--- config.mk ---
export PLATFORM = sky130hd
export DESIGN_NAME = packbits_encoder
export DESIGN_NICKNAME = d
export VERILOG_FILES = /design/src/hdl/pbe_pkg.sv /design/src/hdl/pbe_ctrl.sv /design/src/hdl/pbe_datapath.sv /design/src/hdl/packbits_encoder.sv
export SDC_FILE = /design/constraint.sdc
export NUM_CORES = 2
export LEC_CHECK = 0
export ABC_AREA = 0
export BUFFER_PORTS_ARGS = -buffer_cell sky130_fd_sc_hd__buf_4
export CAP_MARGIN = 40
export CORE_ASPECT_RATIO = 1.5
export CORE_MARGIN = 4
export CORE_UTILIZATION = 30
export DETAILED_ROUTE_END_ITERATION = 10
export GPL_TIMING_DRIVEN = 0
export PLACE_DENSITY = 0.48
export SYNTH_ARGS = -nofsm -noshare
export SYNTH_HDL_FRONTEND = slang
export SYNTH_SLANG_ARGS = --single-unit
--- constraint.sdc ---
create_clock -name clock -period 7.3 [get_ports clock]
set_clock_uncertainty 0.05 [all_clocks]
set_input_delay 0.73 -clock clock [delete_from_list [all_inputs] [get_ports clock]]
set_output_delay 0.73 -clock clock [all_outputs]
set_load 0.005 [all_outputs]
--- src/hdl/pbe_pkg.sv ---
// shared types and constants for the packbits encoder
package pbe_pkg;

   // default largest literal block and run length
   localparam int MAX_BLOCK_DEF = 128;

   // end of stream marker and run header base
   localparam logic [7:0] END_MARK = 8'd128;
   localparam logic [8:0] RUN_BASE = 9'd257;

   // coding mode held between words
   typedef enum logic [1:0] {
      MODE_LIT  = 2'd0,
      MODE_FULL = 2'd1,
      MODE_RUN  = 2'd2
   } mode_type;

   // controller states
   typedef enum logic [3:0] {
      ST_IDLE,
      ST_DISPATCH,
      ST_LIT_HDR,
      ST_LIT_BODY,
      ST_RUN_HDR,
      ST_RUN_BYTE,
      ST_END,
      ST_WR0,
      ST_WR1
   } state_type;

   // source of the coded byte appended this cycle
   typedef enum logic [2:0] {
      SRC_NONE,
      SRC_LIT_HDR,
      SRC_LIT_BODY,
      SRC_RUN_HDR,
      SRC_RUN_BYTE,
      SRC_END
   } src_type;

   // deferred store write after a flush
   typedef enum logic [1:0] {
      WR_NONE,
      WR_ZERO,
      WR_ONE
   } wr_type;

   // work planned for the word just taken
   typedef struct packed {
      logic lit;
      logic run;
      logic endm;
      logic wr0;
      logic wr1;
   } plan_type;

   // datapath to controller
   typedef struct packed {
      plan_type plan;
      logic     slot_free;
      logic     body_done;
   } status_type;

   // controller to datapath
   typedef struct packed {
      logic    load;
      src_type src;
      logic    last;
      wr_type  wr;
   } cmd_type;

endpackage

--- src/hdl/pbe_ctrl.sv ---
// sequencing state machine of the packbits encoder
module pbe_ctrl (
   input  logic               clock,
   input  logic               reset,
   input  logic               req_valid,
   output logic               req_ready,
   input  pbe_pkg::status_type status,
   output pbe_pkg::cmd_type    cmd
);
   import pbe_pkg::*;

   state_type state_ff;
   state_type state_in;
   state_type tail_state;

   // state register
   always_ff @(posedge clock) begin
      if (reset) begin
         state_ff <= ST_IDLE;
      end else begin
         state_ff <= state_in;
      end
   end

   // where to go once the block or run bytes are out
   always_comb begin
      if (status.plan.endm) begin
         tail_state = ST_END;
      end else if (status.plan.wr0) begin
         tail_state = ST_WR0;
      end else begin
         tail_state = ST_IDLE;
      end
   end

   // next state
   always_comb begin
      state_in = state_ff;
      unique case (state_ff)
         ST_IDLE: begin
            if (req_valid) begin
               state_in = ST_DISPATCH;
            end
         end
         ST_DISPATCH: begin
            priority if (status.plan.lit) begin
               state_in = ST_LIT_HDR;
            end else if (status.plan.run) begin
               state_in = ST_RUN_HDR;
            end else if (status.plan.endm) begin
               state_in = ST_END;
            end else begin
               state_in = ST_IDLE;
            end
         end
         ST_LIT_HDR: begin
            if (status.slot_free) begin
               state_in = ST_LIT_BODY;
            end
         end
         ST_LIT_BODY: begin
            if (status.slot_free && status.body_done) begin
               state_in = tail_state;
            end
         end
         ST_RUN_HDR: begin
            if (status.slot_free) begin
               state_in = ST_RUN_BYTE;
            end
         end
         ST_RUN_BYTE: begin
            if (status.slot_free) begin
               state_in = tail_state;
            end
         end
         ST_END: begin
            if (status.slot_free) begin
               state_in = ST_IDLE;
            end
         end
         ST_WR0: begin
            state_in = status.plan.wr1 ? ST_WR1 : ST_IDLE;
         end
         ST_WR1: begin
            state_in = ST_IDLE;
         end
         default: begin
            state_in = ST_IDLE;
         end
      endcase
   end

   // commands
   always_comb begin
      req_ready = (state_ff == ST_IDLE);
      cmd.load  = (state_ff == ST_IDLE) && req_valid;
      cmd.src   = SRC_NONE;
      cmd.last  = 1'b0;
      cmd.wr    = WR_NONE;
      unique case (state_ff)
         ST_LIT_HDR: begin
            cmd.src = SRC_LIT_HDR;
         end
         ST_LIT_BODY: begin
            cmd.src  = SRC_LIT_BODY;
            cmd.last = status.body_done && !status.plan.endm;
         end
         ST_RUN_HDR: begin
            cmd.src = SRC_RUN_HDR;
         end
         ST_RUN_BYTE: begin
            cmd.src  = SRC_RUN_BYTE;
            cmd.last = !status.plan.endm;
         end
         ST_END: begin
            cmd.src  = SRC_END;
            cmd.last = 1'b1;
         end
         ST_WR0: begin
            cmd.wr = WR_ZERO;
         end
         ST_WR1: begin
            cmd.wr = WR_ONE;
         end
         default: begin
            cmd.src = SRC_NONE;
         end
      endcase
   end

endmodule

--- src/hdl/pbe_datapath.sv ---
// byte store, coding decisions and output packing of the packbits encoder
module pbe_datapath #(
   parameter int MAX_BLOCK = pbe_pkg::MAX_BLOCK_DEF
) (
   input  logic               clock,
   input  logic               reset,
   input  logic               req_kind,
   input  logic [7:0]         req_data_byte,
   input  pbe_pkg::cmd_type    cmd,
   output pbe_pkg::status_type status,
   output logic [63:0]        out_bytes,
   output logic [3:0]         byte_count,
   output logic               last_of_run,
   output logic               rsp_valid,
   input  logic               rsp_ready
);
   import pbe_pkg::*;

   localparam int AW = $clog2(MAX_BLOCK);
   localparam int FW = $clog2(MAX_BLOCK + 1);
   localparam logic [FW-1:0] FillMax = FW'(MAX_BLOCK);
   localparam logic [AW-1:0] TopM1 = AW'(MAX_BLOCK - 1);
   localparam logic [AW-1:0] TopM2 = AW'(MAX_BLOCK - 2);
   localparam logic [AW-1:0] TopM3 = AW'(MAX_BLOCK - 3);
   localparam logic [7:0] RunHdrMax = 8'(257 - MAX_BLOCK);

   // coding state
   mode_type        mode_ff, mode_in;
   logic [FW-1:0]   fill_ff, fill_in;
   logic [7:0]      last_ff, last_in;
   logic [7:0]      prev_ff, prev_in;

   // planned flush
   plan_type        plan_ff, plan_in;
   logic [AW-1:0]   lit_top_ff, lit_top_in;
   logic [7:0]      run_hdr_ff, run_hdr_in;
   logic [7:0]      run_byte_ff, run_byte_in;
   logic [7:0]      wr_byte_ff, wr_byte_in;

   // byte store
   logic [7:0]      mem [MAX_BLOCK];
   logic            mem_we;
   logic [AW-1:0]   mem_addr;
   logic [7:0]      mem_wdata;
   logic [AW-1:0]   idx_ff, idx_in;
   logic [7:0]      rd_data_ff;

   // packing and output word
   logic [63:0]     bld_ff, bld_in;
   logic [2:0]      cnt_ff, cnt_in;
   logic [63:0]     rsp_bytes_ff, rsp_bytes_in;
   logic [3:0]      rsp_count_ff, rsp_count_in;
   logic            rsp_last_ff, rsp_last_in;
   logic            rsp_valid_ff, rsp_valid_in;

   logic [FW-1:0]   fill_inc;
   logic            same_last;
   logic            same_second;
   logic            slot_free;
   logic            append;
   logic            complete;
   logic [7:0]      byte_sel;
   logic [63:0]     word_cat;

   assign fill_inc    = fill_ff + FW'(1);
   assign same_last   = (fill_ff != '0) && (req_data_byte == last_ff);
   assign same_second = (fill_ff >= FW'(2)) && (req_data_byte == prev_ff);

   // decide the coding step for the word being taken
   always_comb begin
      mode_in     = mode_ff;
      fill_in     = fill_ff;
      last_in     = last_ff;
      prev_in     = prev_ff;
      plan_in     = plan_ff;
      lit_top_in  = lit_top_ff;
      run_hdr_in  = run_hdr_ff;
      run_byte_in = run_byte_ff;
      wr_byte_in  = wr_byte_ff;
      if (cmd.load) begin
         plan_in     = '0;
         wr_byte_in  = req_data_byte;
         run_byte_in = last_ff;
         if (req_kind) begin
            // end of stream: flush what is held, then the marker
            plan_in.endm = 1'b1;
            if (fill_ff != '0) begin
               if (mode_ff != MODE_RUN || fill_ff == FW'(1)) begin
                  plan_in.lit = 1'b1;
                  lit_top_in  = AW'(fill_ff - FW'(1));
               end else begin
                  plan_in.run = 1'b1;
                  run_hdr_in  = 8'(RUN_BASE - 9'(fill_ff));
               end
            end
            mode_in = MODE_LIT;
            fill_in = '0;
         end else begin
            unique case (mode_ff)
               MODE_FULL: begin
                  plan_in.lit = 1'b1;
                  plan_in.wr0 = 1'b1;
                  mode_in     = MODE_LIT;
                  last_in     = req_data_byte;
                  if (req_data_byte == last_ff) begin
                     lit_top_in  = TopM2;
                     plan_in.wr1 = 1'b1;
                     fill_in     = FW'(2);
                     prev_in     = req_data_byte;
                  end else begin
                     lit_top_in = TopM1;
                     fill_in    = FW'(1);
                  end
               end
               MODE_RUN: begin
                  if (req_data_byte == last_ff) begin
                     if (fill_inc >= FillMax) begin
                        plan_in.run = 1'b1;
                        run_hdr_in  = RunHdrMax;
                        fill_in     = '0;
                        mode_in     = MODE_LIT;
                     end else begin
                        fill_in = fill_inc;
                     end
                  end else begin
                     plan_in.run = 1'b1;
                     plan_in.wr0 = 1'b1;
                     run_hdr_in  = 8'(RUN_BASE - 9'(fill_ff));
                     fill_in     = FW'(1);
                     last_in     = req_data_byte;
                     mode_in     = MODE_LIT;
                  end
               end
               default: begin
                  mode_in = MODE_LIT;
                  if (fill_inc == FillMax) begin
                     if (same_last) begin
                        // full block ending in a pair: keep the pair
                        plan_in.lit = 1'b1;
                        plan_in.wr0 = 1'b1;
                        plan_in.wr1 = 1'b1;
                        lit_top_in  = TopM3;
                        fill_in     = FW'(2);
                        last_in     = req_data_byte;
                        prev_in     = req_data_byte;
                     end else begin
                        mode_in = MODE_FULL;
                        fill_in = fill_inc;
                        prev_in = last_ff;
                        last_in = req_data_byte;
                     end
                  end else if (same_last && same_second) begin
                     // three equal bytes open a run
                     if (fill_inc > FW'(3)) begin
                        plan_in.lit = 1'b1;
                        lit_top_in  = AW'(fill_ff - FW'(3));
                     end
                     fill_in = FW'(3);
                     mode_in = MODE_RUN;
                     last_in = req_data_byte;
                  end else begin
                     fill_in = fill_inc;
                     prev_in = last_ff;
                     last_in = req_data_byte;
                  end
               end
            endcase
         end
      end
   end

   // store write port: new literal byte, or the bytes kept after a flush
   always_comb begin
      mem_we    = 1'b0;
      mem_addr  = fill_ff[AW-1:0];
      mem_wdata = req_data_byte;
      if (cmd.load && !req_kind && mode_ff != MODE_FULL && mode_ff != MODE_RUN) begin
         mem_we = 1'b1;
      end else if (cmd.wr == WR_ZERO) begin
         mem_we    = 1'b1;
         mem_addr  = '0;
         mem_wdata = wr_byte_ff;
      end else if (cmd.wr == WR_ONE) begin
         mem_we    = 1'b1;
         mem_addr  = AW'(1);
         mem_wdata = wr_byte_ff;
      end
   end

   // read index walks the block body
   assign slot_free = !rsp_valid_ff || rsp_ready;
   assign append    = (cmd.src != SRC_NONE) && slot_free;

   always_comb begin
      idx_in = '0;
      if (cmd.src == SRC_LIT_BODY) begin
         if (!append) begin
            idx_in = idx_ff;
         end else if (idx_ff != lit_top_ff) begin
            idx_in = idx_ff + AW'(1);
         end
      end
   end

   // byte store memory
   always_ff @(posedge clock) begin
      if (mem_we) begin
         mem[mem_addr] <= mem_wdata;
      end
      rd_data_ff <= mem[idx_in];
   end

   // coded byte selection
   always_comb begin
      unique case (cmd.src)
         SRC_LIT_HDR:  byte_sel = 8'(lit_top_ff);
         SRC_LIT_BODY: byte_sel = rd_data_ff;
         SRC_RUN_HDR:  byte_sel = run_hdr_ff;
         SRC_RUN_BYTE: byte_sel = run_byte_ff;
         SRC_END:      byte_sel = END_MARK;
         default:      byte_sel = '0;
      endcase
   end

   // pack bytes into words, first byte lowest
   assign word_cat = bld_ff | (64'(byte_sel) << {cnt_ff, 3'b000});
   assign complete = cmd.last || (cnt_ff == 3'd7);

   always_comb begin
      bld_in       = bld_ff;
      cnt_in       = cnt_ff;
      rsp_bytes_in = rsp_bytes_ff;
      rsp_count_in = rsp_count_ff;
      rsp_last_in  = rsp_last_ff;
      rsp_valid_in = rsp_valid_ff && !rsp_ready;
      if (append) begin
         if (complete) begin
            rsp_bytes_in = word_cat;
            rsp_count_in = {1'b0, cnt_ff} + 4'd1;
            rsp_last_in  = cmd.last;
            rsp_valid_in = 1'b1;
            bld_in       = '0;
            cnt_in       = '0;
         end else begin
            bld_in = word_cat;
            cnt_in = cnt_ff + 3'd1;
         end
      end
   end

   // control registers
   always_ff @(posedge clock) begin
      if (reset) begin
         mode_ff      <= MODE_LIT;
         fill_ff      <= '0;
         plan_ff      <= '0;
         idx_ff       <= '0;
         bld_ff       <= '0;
         cnt_ff       <= '0;
         rsp_valid_ff <= 1'b0;
      end else begin
         mode_ff      <= mode_in;
         fill_ff      <= fill_in;
         plan_ff      <= plan_in;
         idx_ff       <= idx_in;
         bld_ff       <= bld_in;
         cnt_ff       <= cnt_in;
         rsp_valid_ff <= rsp_valid_in;
      end
   end

   // payload registers
   always_ff @(posedge clock) begin
      last_ff      <= last_in;
      prev_ff      <= prev_in;
      lit_top_ff   <= lit_top_in;
      run_hdr_ff   <= run_hdr_in;
      run_byte_ff  <= run_byte_in;
      wr_byte_ff   <= wr_byte_in;
      rsp_bytes_ff <= rsp_bytes_in;
      rsp_count_ff <= rsp_count_in;
      rsp_last_ff  <= rsp_last_in;
   end

   assign status.plan      = plan_ff;
   assign status.slot_free = slot_free;
   assign status.body_done = (idx_ff == lit_top_ff);

   assign out_bytes   = rsp_bytes_ff;
   assign byte_count  = rsp_count_ff;
   assign last_of_run = rsp_last_ff;
   assign rsp_valid   = rsp_valid_ff;

endmodule

--- src/hdl/packbits_encoder.sv ---
// packbits encoder: one byte word in, packed coded words out
// A word that codes nothing passes through accept and dispatch before the next is taken.
// A flush emits one coded byte per cycle while the output slot is free (up to MAX_BLOCK + 2 bytes),
// then rewrites up to two kept bytes into the byte store, one at a time through its single port.
// A finished result word waits in the output register while the next word is accepted.
// Synchronous active-high reset: empty store, literal mode, no result pending.
module packbits_encoder #(
   parameter int MAX_BLOCK = pbe_pkg::MAX_BLOCK_DEF
) (
   input  logic        clock,
   input  logic        reset,
   input  logic        req_tvalid,
   output logic        req_tready,
   input  logic [7:0]  req_tdata,   // data_byte [7:0]
   input  logic        req_tuser,   // kind [0]
   output logic        rsp_tvalid,
   input  logic        rsp_tready,
   output logic [71:0] rsp_tdata,   // out_bytes [63:0], byte_count [67:64], zero [71:68]
   output logic        rsp_tlast
);
   import pbe_pkg::*;

   cmd_type     cmd;
   status_type  status;
   logic [63:0] out_bytes;
   logic [3:0]  byte_count;

   // sequencer
   pbe_ctrl u_ctrl (
      .clock     (clock),
      .reset     (reset),
      .req_valid (req_tvalid),
      .req_ready (req_tready),
      .status    (status),
      .cmd       (cmd)
   );

   // store, coding and packing
   pbe_datapath #(
      .MAX_BLOCK (MAX_BLOCK)
   ) u_datapath (
      .clock         (clock),
      .reset         (reset),
      .req_kind      (req_tuser),
      .req_data_byte (req_tdata),
      .cmd           (cmd),
      .status        (status),
      .out_bytes     (out_bytes),
      .byte_count    (byte_count),
      .last_of_run   (rsp_tlast),
      .rsp_valid     (rsp_tvalid),
      .rsp_ready     (rsp_tready)
   );

   assign rsp_tdata = {4'b0000, byte_count, out_bytes};

endmodule

==> flow_metrics.tcl <==
set metrics [dict create \
    status "complete, no violations" \
    syn_to_final_growth_pct 18.6 \
    worstSetupPathType "flop to flop" \
    maxCapViolCount 0 \
    critPathRequiredTime_ns 7.82 \
    row_count 185 \
    grt_use_total_pct 26.1 \
    async_flop_share_pct 0 \
    syn_area_mm2 0.0510 \
    clockRootBuffer "clkbuf_16" \
    layout-drive-gt1-share_pct 15.8 \
    yosysUniqueCellTypes 101 \
    layout_common_cells "1140 x edfxtp_1, 431 x nand2_1, 318 x nor2_1" \
    rsz0062_at_grt "no" \
    relSlewSlack_pct 31.8 \
    slowest_stage "a21oi_1" \
    dpl.hpwl_um 171000 \
    finalHoldViolCount 0 \
    p_per_area_mw_per_mm2 262 \
    via_count 37925 \
    cts_setup_buffers 0 \
    start_kind "flop" \
    final_util_pct 35.8 \
    num-fill-cells 16356 \
    routed_wl_um 238000 \
    die_y_um 513 \
    grt_pass1_wl_um 315000 \
    finalNetCount 4199 \
    reg2reg_from "u_datapath.lit_top_ff[1]" \
    finalWeightedCongestion 0.989 \
    yosys_register_bits 1242 \
    met1_usage_pct 28.6 \
    tightest_slew_ns 1.02 \
    ant_nets 0 \
    gr-usage-met2_pct 42.6 \
    pin_count 88 \
    holdCritPathClass "primary input to flop" \
    grt_max_degree 76 \
    ys_warn_count 0 \
    r2r_cells 13 \
    cts_buffers 121 \
    cts-hold-fix-buffers 0 \
    clock_path_buffers 3 \
    crit_top_cell "buf_2" \
    holdPathStages 1 \
    drc 0 \
    core_mm2 0.169 \
    mostFrequentLayoutCell "edfxtp_1" \
    p_leak_nw 20.1 \
    clock-sinks 1242 \
    hp-start "req_tdata[5]" \
    crit_arrival_ns 6.69 \
    wl_per_cell_um 36.4 \
    post_cts_resize_count 0 \
    max_clock_freq_mhz 162 \
    path_cells "xnor2_1, and4_1, a31oi_4, nand2_2, buf_2, buf_2, buf_2, o221ai_1, a21oi_1, a31oi_1, nand4_1, nand2_1, nor4_1" \
    grt_use_met3_pct 4.88 \
    period_share_pct 84.4 \
    h-tree-depth 3 \
    r2r-end "u_datapath.rd_data_ff[1]" \
    grt_antenna_before_repair 12 \
    fin_crit_ns 6.16 \
    critical_path.max_fanout 10 \
    die-area_mm2 0.177 \
    dr.pass1.iters 8 \
    holdPathEnd "u_datapath.wr_byte_ff[5]" \
    grt_pass1_vias 36066 \
    avgSynthCellArea_um2 13.5 \
    ff2ff_setup_slack_ns 1.14 \
    end_kind "flop" \
    detail_route.vias_per_cell 5.81 \
    synth_flop_cell "edfxtp_1" \
    syn_inst 3775 \
    first_iter_violations 5320 \
    final-max-slew-violation-count 0 \
    synth_edf_count 1140 \
    vdd_drop_max_mv 0.221 \
    synth.yosys.seq_area_share_pct 71.1 \
    crit_path_max_incr_delay_ns 0.77 \
    busiest_layer "met2" \
    clk_latency_ns 0.79 \
    die_width_um 345 \
    p_total_mw 15.8 \
    setup_violations 0 \
    start_util_pct 30.2 \
    clk_pin_slew_ns 0.06 \
    cts_tree "yes" \
    grt_overflow 0 \
    port_buffers 81 \
]
==> cell usage after synthesis, types with 8 or more instances <==
master,count,area share [%]
a22oi_1,32,0.47
ha_1,13,0.32
a21oi_1,190,1.9
o21ai_0,166,1.6
buf_4,27,0.40
nand2b_1,9,0.11
and2_1,8,0.098
buf_2,118,1.2
a221oi_1,15,0.26
a21o_1,68,1.0
nand2_1,439,3.2
xnor2_1,32,0.55
o21a_1,9,0.13
mux2i_1,59,1.2
o22ai_1,78,0.96
o21ai_1,11,0.11
xor2_1,8,0.14
o211ai_1,23,0.34
nor3_1,44,0.43
mux2_2,10,0.22
a211oi_1,37,0.54
a31oi_1,53,0.65
edfxtp_1,1140,67
nor2_1,319,2.3
buf_1,23,0.17
nand4_1,16,0.20
nor2b_1,10,0.12
nand3_1,136,1.3
inv_1,19,0.14
a311oi_1,13,0.22
nor4_1,22,0.27
clkbuf_1,95,0.70
dfxtp_1,102,4.0
and3_1,31,0.38
or3_1,15,0.18
buf_6,11,0.24
o22a_1,13,0.22
o221ai_1,223,3.8
==> how the worst max path moves through the flow <==
| stage | end | start | cells after the start |
|---|---|---|---|
| finish | u_datapath.rd_data_ff[1] | u_datapath.lit_top_ff[1] | 13 |
| CTS | u_datapath.rd_data_ff[1] | u_datapath.lit_top_ff[1] | 13 |
| detailed placement | u_datapath.rd_data_ff[1] | rsp_tready | 15 |
| global placement | u_datapath.bld_ff[44] | u_datapath.lit_top_ff[1] | 13 |
| global route | u_datapath.rd_data_ff[1] | u_datapath.lit_top_ff[1] | 13 |
| floorplan | u_datapath.bld_ff[34] | u_datapath.lit_top_ff[2] | 13 |
==> power by group <==
| group | internal, mW | leakage [nW] | switching [mW] | total (mW) |
|---|---|---|---|---|
| clock network | 3.70 | 1.97 | 2.83 | 6.53 |
| registers | 7.81 | 11.1 | 0.0269 | 7.84 |
| logic | 0.366 | 7.02 | 1.10 | 1.47 |
| total | 11.9 | 20.1 | 3.96 | 15.8 |
==> stage by stage <==
| step | area (um2) | hold slack [ns] | instances | setup TNS, ns | worst slack, ns |
|---|---|---|---|---|---|
| after floorplan | 51000 | 0.407 | 3778 | 0 | 1.65 |
| after global placement | 54500 | 0.433 | 6103 | -505.73 | -0.782 |
| after detailed placement | 56400 | 0.434 | 6291 | 0 | 1.03 |
| after CTS | 60500 | 0.129 | 6518 | 0 | 1.40 |
| after global routing | 60500 | 0.160 | 6522 | 0 | 1.40 |
| final | 60500 | 0.156 | 6530 | 0 | 1.14 |
==> critical path, delay by kind of cell, from the launching register on <==
kind            cells  cell delay [ns]
buf+inv             3             1.84
flops               1             0.45
simple gates        5             1.77
compound gates      4             1.55
xor+xnor            1             0.26
==> cell type report <==
class | instances | area [um2] | share of cell area [%]
well taps | 2244 | 2810 | 4.64
diodes | 9 | 22.5 | 0.0372
clock buffers | 160 | 3310 | 5.47
inverters | 20 | 75.1 | 0.124
multi-input cells | 2242 | 13400 | 22.2
clock inverters | 67 | 718 | 1.19
flip-flops and latches | 1242 | 36300 | 59.9
repair buffers | 272 | 2530 | 4.17
plain buffers | 274 | 1360 | 2.25
==> logic make-up (layout without fill, tap and decap cells) <==
logic type / count (synthesis) / count (layout) / share of synthesized area, %
DFF: 1242 / 1242 / 71.1
and+or+nand+nor: 1096 / 1096 / 9.62
AOI/OAI and AO/OA: 1011 / 1011 / 13.8
buffers and inverters: 294 / 793 / 2.81
muxes: 71 / 71 / 1.47
xor gates and xnor gates: 47 / 47 / 0.932
adders and majority gates: 13 / 13 / 0.319
other: 1 / 13 / 0.00735
==> sequential cells by signal, indices dropped and copies added, names as in the netlist <==
| name | flops |
|---|---|
| u_datapath.mode_ff | 2 |
| u_datapath.status | 5 |
| u_datapath.fill_ff | 8 |
| u_datapath.byte_count | 4 |
| u_datapath.run_byte_ff | 8 |
| u_datapath.last_of_run | 1 |
| u_datapath.run_hdr_ff | 8 |
| u_datapath.prev_ff | 8 |
| u_datapath.last_ff | 8 |
| u_datapath.wr_byte_ff | 8 |
| u_datapath.rd_data_ff | 8 |
| u_datapath.rsp_valid | 1 |
| u_datapath.cnt_ff | 3 |
| u_datapath.lit_top_ff | 7 |
| u_ctrl.state_ff | 4 |
| u_datapath.bld_ff | 64 |
| u_datapath.idx_ff | 7 |
| u_datapath.out_bytes | 64 |
| u_datapath.mem | 1024 |
==> metal layers <==
| metal | wire length [um] | vias up |
|---|---|---|
| met5 | 31 | - |
| met4 | 27200 | 4 |
| li1 | - | 15529 |
| met1 | 79000 | 19198 |
| met3 | 20000 | 736 |
| met2 | 112000 | 2458 |
No activity file was read; power rests on OpenSTA's default activity.
